[src/rtl/core/slc_set_lru.sv]
// Lookup, victim choice and age rank update of one cache set row.
module slc_set_lru #(
  parameter int WAYS  = 4,
  parameter int TAG_W = 12
) (
  input  logic [WAYS*(TAG_W+(WAYS > 1 ? $clog2(WAYS) : 1)+1)-1:0] row_i,
  input  logic [TAG_W-1:0]                                         tag_i,
  output logic                                                     hit_o,
  output logic [WAYS*(TAG_W+(WAYS > 1 ? $clog2(WAYS) : 1)+1)-1:0] row_o
);

  localparam int RW    = (WAYS > 1) ? $clog2(WAYS) : 1;
  localparam int PW    = (WAYS > 1) ? $clog2(WAYS) : 1;
  localparam int ENT_W = TAG_W + RW + 1;

  logic [WAYS-1:0]  vld;
  logic [WAYS-1:0]  match;
  logic [TAG_W-1:0] tags [WAYS];
  logic [RW-1:0]    rank [WAYS];
  logic [PW-1:0]    hit_way;
  logic [PW-1:0]    free_way;
  logic [PW-1:0]    lru_way;
  logic [PW-1:0]    pick;
  logic [RW:0]      old_rank;

  // Split the row into ways and compare tags
  always_comb begin
    for (int w = 0; w < WAYS; w++) begin
      tags[w]  = row_i[w*ENT_W +: TAG_W];
      rank[w]  = row_i[w*ENT_W + TAG_W +: RW];
      vld[w]   = row_i[w*ENT_W + TAG_W + RW];
      match[w] = vld[w] && (tags[w] == tag_i);
    end
  end

  // Pick the way: first hit, else first free way, else the oldest
  always_comb begin
    hit_way  = '0;
    free_way = '0;
    for (int w = WAYS - 1; w >= 0; w--) begin
      if (match[w]) begin
        hit_way = PW'(w);
      end
      if (!vld[w]) begin
        free_way = PW'(w);
      end
    end
    lru_way = '0;
    for (int w = 1; w < WAYS; w++) begin
      if (rank[w] > rank[lru_way]) begin
        lru_way = PW'(w);
      end
    end
    priority if (|match) begin
      pick = hit_way;
    end else if (!(&vld)) begin
      pick = free_way;
    end else begin
      pick = lru_way;
    end
  end

  assign hit_o    = |match;
  assign old_rank = vld[pick] ? {1'b0, rank[pick]} : (RW+1)'(WAYS);

  // Age the younger valid ways and make the picked way the newest
  always_comb begin
    row_o = row_i;
    for (int w = 0; w < WAYS; w++) begin
      if (PW'(w) == pick) begin
        row_o[w*ENT_W +: ENT_W] = {1'b1, {RW{1'b0}}, tag_i};
      end else if (vld[w] && ({1'b0, rank[w]} < old_rank)) begin
        row_o[w*ENT_W + TAG_W +: RW] = rank[w] + RW'(1);
      end
    end
  end

endmodule

[config.mk]
export PLATFORM = sky130hd
export DESIGN_NAME = slc_set_lru
export DESIGN_NICKNAME = d
export VERILOG_FILES = /design/src/rtl/core/slc_set_lru.sv
export SDC_FILE = /design/constraint.sdc
export NUM_CORES = 1
export LEC_CHECK = 0
export BUFFER_PORTS_ARGS = -buffer_cell sky130_fd_sc_hd__buf_2
export CORE_MARGIN = 8
export CORE_UTILIZATION = 49
export DETAILED_ROUTE_END_ITERATION = 12
export GPL_TIMING_DRIVEN = 0
export PLACE_DENSITY = 0.95
export SKIP_LAST_GASP = 1
export SYNTH_ARGS = -nofsm -noshare
export SYNTH_HDL_FRONTEND = slang
export SYNTH_SLANG_ARGS = --single-unit
[constraint.sdc]
create_clock -name vclk -period 17.1
set_clock_uncertainty 0.15 [all_clocks]
set_input_delay 5.13 -clock vclk [all_inputs]
set_output_delay 5.13 -clock vclk [all_outputs]
set_load 0.03 [all_outputs]
==> run metrics, run 1 <==
die extent in x roughly 81 um; post-synthesis cell area approximately 2100 um^2; syn avg cell area ~8.0 um^2; Comb pwr share 1.000; synth cell count leaders xnor2_1 (49), mux2_2 (46), nand2_1 (19); Worst-Margin Slew about 0.6 ns; DR vias ~2400; CP Max Fanout 5; Max Cap Viol 0; Int Power about 0.05 mW; Remaining DRCs 0; switch share 0.607; cts hold-fix bufs 0; clkbuf count 0; post-synth top area share 0.249; Post-Syn Nets between 300 and 400; Placer Congestion a little under 1; TNS Setup 0 ns; layout cell share with drive strength beyond 1 0.513; Hold/Removal Path Class input port to primary output; placed insts about 430; Global Route Usage Sum 0.235; crit path DAT just over 10 ns; wire length per cell 18.9 um; Net Switching 0.0753 mW; final sequential cell count 0; Yosys Warn Count 0; Max Fclk around 64 MHz; Initial DRC Count 151; Critical Path End Type primary output; Final Hold Fails 0; peak supply drop between 0.03 and 0.04 mV; Initial Util 0.516; depth of the worst hold-timing path 3; worst slack at placement 1.64 ns; register area share after synthesis 0; postcts setup bufs 0; CP Launch Type input port; max_slew headroom 0.590; Core Region between 4000 and 5000 um^2; final cell count without fillers between 400 and 500; status complete, no violations; vias in the first global route about 2600; post-layout min period about 16 ns; die height just over 80 um; Reg power frac 0; Setup violations, final 0; Die ar. around 6600 um^2; row count 23; Gate Count Post-Synth between 200 and 300; Min Hold Slack between 10 and 15 ns; total global routing overflow 0; clock group share of total power 0; WL final slightly above 8 mm; P per Cell Area approximately 45 nW/um^2; DP HPWL between 7 and 8 mm; area leader, netlist mux2_2; Layout Nets 463; RSZ-0062 raised after global routing false; Final Power between 0.1 and 0.15 mW; register area 0 um^2; initial antenna violation count 0; Final Max Slew Viols 0; ANT nets after route 0; CP Data Required Time 11.82 ns; Hold Crit Start row_i[6]; post-synth cell types 50; global-route wire length before repair 12.5 mm; # diodes 0; most frequent cell after synthesis xnor2_1; synth top area cells mux2_2 (25%), xnor2_1 (21%), ha_1 (6.6%); Setup CP Type input port to primary output; IO Pins 133; Hold EP row_o[6]; I/O Buffers roughly 120; leakage power approximately 1.3 nW; area growth from synthesis to layout 31.4%; Final Cycle Share 0.912; largest net degree at the start of global routing 11; post-CTS sizing 0; vias per cell about 5.7; total iterations of the first detailed-routing run 4; slack of the critical path 1.51 ns
[logic make-up (layout without fill, tap and decap cells)]
logic type | after synthesis | after routing | synth area share
compound gates | 34 | 34 | 0.121
xor+xnor | 49 | 49 | 0.207
fa+ha+maj | 11 | 11 | 0.0663
buf+inv | 32 | 150 | 0.0970
mux | 56 | 56 | 0.308
simple gates | 78 | 78 | 0.201
[area by class of cell]
class | count | area [um^2]
repair buffers | 118 | 591
plain buffers | 22 | 164
well taps | 50 | 62.6
fillers | 310 | 1300
multi-input cells | 228 | 1880
inverters | 10 | 37.5
[worst max-delay path by stage]
stage	start	to	slack, ns
after detailed placement	row_i[28]	row_o[28]	1.64
after floorplan	row_i[13]	row_o[57]	1.94
after CTS	row_i[28]	row_o[27]	1.63
after global routing	row_i[28]	row_o[27]	1.14
after global placement	row_i[13]	row_o[42]	1.77
final	row_i[28]	row_o[27]	1.51
[stage by stage]
stage,utilization,area [um^2]
2_1_floorplan,-,2080
3_5_place_dp,0.678,2730
3_3_place_gp,0.678,2730
4_1_cts,0.678,2730
6_report,0.678,2730
5_1_grt,0.678,2730
[metal layers]
metal | share of wire | track usage | routed length (um)
met1 | 0.36 | 0.236 | 2940
met2 | 0.50 | 0.440 | 4060
met3 | 0.11 | 0.0795 | 861
met4 | 0.030 | 0.0786 | 243
met5 | 0 | 0 | 0
[power groups by stage]
| stage | clock [mW] | sequential, mW | combinational, mW |
|---|---|---|---|
| 6_report | 0 | 0 | 0.124 |
| 5_1_grt | 0 | 0 | 0.132 |
| 4_1_cts | 0 | 0 | 0.123 |
| 3_5_place_dp | 0 | 0 | 0.123 |
| 3_3_place_gp | 0 | 0 | 0.120 |
| 2_1_floorplan | 0 | 0 | 0.0884 |
[cells in the final DEF, fill, tap and decap left out, types with 2 or more instances in the layout]
master and instances:
nor2_1 17, xnor2_1 49, o21ai_0 5, mux2_2 46
inv_1 10, nand2b_1 2, nand2_1 19, a2111oi_2 2
a211o_1 2, buf_6 8, mux2i_1 4, nand4_1 8
or4_1 2, nor3_1 3, ha_1 11, nand3_1 6
or2_2 2, a21oi_1 10, o21a_1 3, buf_2 126
buf_4 3, clkbuf_1 2, mux2_1 4, nor2b_1 3
and3_1 3, nor4_1 4
[critical path, cell delays in order]
cell and delay (ns):
buf_2 0.15, inv_1 0.09, ha_1 0.30, nor2_1 0.05, o22ai_1 0.33, nand2_1 0.10
o21ai_0 0.15, ha_1 0.30, nand2_1 0.09, o21a_1 0.19, nor2_1 0.06, a21oi_1 0.11
ha_1 0.25, nor2b_1 0.13, o21ai_0 0.22, o211ai_1 0.22, a211o_1 0.32, nand2_1 0.20
mux4_2 0.60, ha_1 0.30, nor2_1 0.14, a21oi_1 0.07, and3_1 0.21, a2111oi_2 0.33
buf_2 0.25
Note: power is estimated with default switching activity, not from simulation.
==> inputs of run 2 (changes only) <==
--- a/config.mk
+++ b/config.mk
@@ -7,10 +7,10 @@
 export LEC_CHECK = 0
 export BUFFER_PORTS_ARGS = -buffer_cell sky130_fd_sc_hd__buf_2
 export CORE_MARGIN = 8
-export CORE_UTILIZATION = 49
+export CORE_UTILIZATION = 45
 export DETAILED_ROUTE_END_ITERATION = 12
 export GPL_TIMING_DRIVEN = 0
-export PLACE_DENSITY = 0.95
+export PLACE_DENSITY = 0.91
 export SKIP_LAST_GASP = 1
 export SYNTH_ARGS = -nofsm -noshare
 export SYNTH_HDL_FRONTEND = slang
==> constraint.sdc (replaced) <==
create_clock -name vclk -period 15.3
set_clock_uncertainty 0.15 [all_clocks]
set_input_delay 4.59 -clock vclk [all_inputs]
set_output_delay 4.59 -clock vclk [all_outputs]
set_load 0.03 [all_outputs]
==> run metrics, run 2 (synthesis gave the netlist of run 1 again) <==
I/O Buffers 118 (unchanged); clkbuf count 0 (unchanged); depth of the worst hold-timing path 3 (unchanged); die height 83.9 um (+3.5%); Net Switching 0.0827 mW (+9.8%); Final Max Slew Viols 0 (unchanged); commonest non-fill, non-tap cell in the layout buf_2; vias in the first global route 2572 (+0.23%); post-layout min period ~14 ns; Final Cycle Share 0.944; leakage power 1.27 nW (unchanged); register area 0 um^2 (unchanged); cts hold-fix bufs 0 (unchanged); max_slew headroom 0.598 (+0.00845); post-CTS sizing 0 (unchanged); status complete, no violations; Max Cap Viol 0 (unchanged); Int Power 0.0543 mW (+11%); crit path DAT 9.71 ns (-0.60 ns); final sequential cell count 0 (unchanged); end of the critical path row_o[42]; commonest non-fill, non-tap cells in the layout buf_2 (126), xnor2_1 (49), mux2_2 (46); initial antenna violation count 0 (unchanged); total iterations of the first detailed-routing run 4 (unchanged); global-route wire length before repair 12.1 mm (-2.7%); clock group share of total power 0 (unchanged); switch share 0.604 (-0.00336); Critical Path Start row_i[13]; IO Pins 133 (unchanged); Initial Util 0.471 (-0.0450); area growth from synthesis to layout 31.6% (about the same); Die ar. 7050 um^2 (+7.1%); TNS Setup 0 ns (unchanged); postcts setup bufs 0 (unchanged); P per Cell Area 50.1 nW/um^2 (+10%); CP Data Required Time 10.56 ns (-1.26 ns); Setup CP Type input port to primary output; Layout Nets 463 (unchanged); Comb pwr share 1.000 (about the same); WL final 7.51 mm (-7.2%); DP HPWL 6.57 mm (-6.8%); CP Launch Type input port; largest net degree at the start of global routing 11 (unchanged); row count 24 (+4.3%); Placer Congestion 0.908 (-6.3%); layout cell share with drive strength beyond 1 0.513 (unchanged); Global Route Usage Sum 0.198 (-0.0363); Initial DRC Count 123 (-19%); Remaining DRCs 0 (unchanged); Max Fclk a little under 70 MHz; peak supply drop 0.0374 mV (+0.95%); RSZ-0062 raised after global routing false; Hold/Removal Path Class input port to primary output; Reg power frac 0 (unchanged); Setup violations, final 0 (unchanged); Final Hold Fails 0 (unchanged); Core Region 4410 um^2 (+9.6%); wire length per cell 17.5 um (-7.7%); total global routing overflow 0 (unchanged); CP Max Fanout 5 (unchanged); Min Hold Slack 9.42 ns (-1.09 ns); vias per cell 5.56 (-2.1%); Worst-Margin Slew 0.598 ns (-0.0126 ns); Critical Path End Type primary output; ANT nets after route 0 (unchanged); DR vias 2391 (-1.6%); fill count 406 (+31%); # diodes 0 (unchanged); die extent in x 83.9 um (+3.5%)
-- run 2: cell counts in the layout (fill, tap and decap cells not counted) --
No cell type changed its count.
-- run 2: routing by layer --
metal,global-route usage,vias up,part of all wire,wire length [um]
met5,0,-,0,0
met4,0.0330,0,0.016,123
met3,0.0391,12,0.066,496
met2,0.379,108,0.51,3850
met1,0.219,1104,0.41,3050
li1,-,1167,-,-
-- run 2: area by class of cell --
class | instances | area (um^2) | area share
Multi-Input combinational cell | 228 | 1880 | 0.686
Timing Repair Buffer | 118 | 591 | 0.216
Buffer | 22 | 164 | 0.0600
Tap cell | 52 | 65.1 | 0.0238
Inverter | 10 | 37.5 | 0.0137
-- run 2: critical path, cell delays in order --
cell	delay (ns)
buf_2	0.14
inv_1	0.08
ha_1	0.31
o22ai_1	0.33
nand2_1	0.09
o21ai_0	0.13
ha_1	0.29
nand2_1	0.08
o21a_1	0.19
nor2_1	0.06
a21oi_1	0.12
ha_1	0.25
nor2b_1	0.13
o21ai_0	0.27
o211ai_1	0.24
a211o_1	0.32
nand2_1	0.18
mux4_2	0.60
ha_1	0.31
nor2_1	0.05
or4_1	0.39
a211oi_1	0.29
a2111oi_2	0.08
buf_2	0.19
-- run 2: worst min path at each step --
stage / startpoint / end / slack (ns)
2_1_floorplan: row_i[57] / row_o[57] / 9.24
3_3_place_gp: row_i[9] / row_o[9] / 9.42
3_5_place_dp: row_i[6] / row_o[6] / 9.42
4_1_cts: row_i[6] / row_o[6] / 9.42
5_1_grt: row_i[6] / row_o[6] / 9.44
6_report: row_i[10] / row_o[10] / 9.42
-- run 2: metrics by stage --
stage / area, um^2 / power, mW / utilization / setup WS [ns] / std cells
floorplan: 2080 / 0.0988 / - / 1.22 / 260
global placement: 2730 / 0.134 / 0.619 / 0.949 / 430
detailed placement: 2730 / 0.137 / 0.619 / 0.903 / 430
CTS: 2730 / 0.137 / 0.619 / 0.902 / 430
global route: 2730 / 0.147 / 0.619 / 0.448 / 430
finish: 2730 / 0.137 / 0.619 / 0.852 / 430
-- run 2: power groups by stage --
stage / registers [mW] / logic (mW) / clock network, mW
final: 0 / 0.137 / 0
after detailed placement: 0 / 0.137 / 0
after global placement: 0 / 0.134 / 0
after global routing: 0 / 0.147 / 0
after CTS: 0 / 0.137 / 0
after floorplan: 0 / 0.0988 / 0
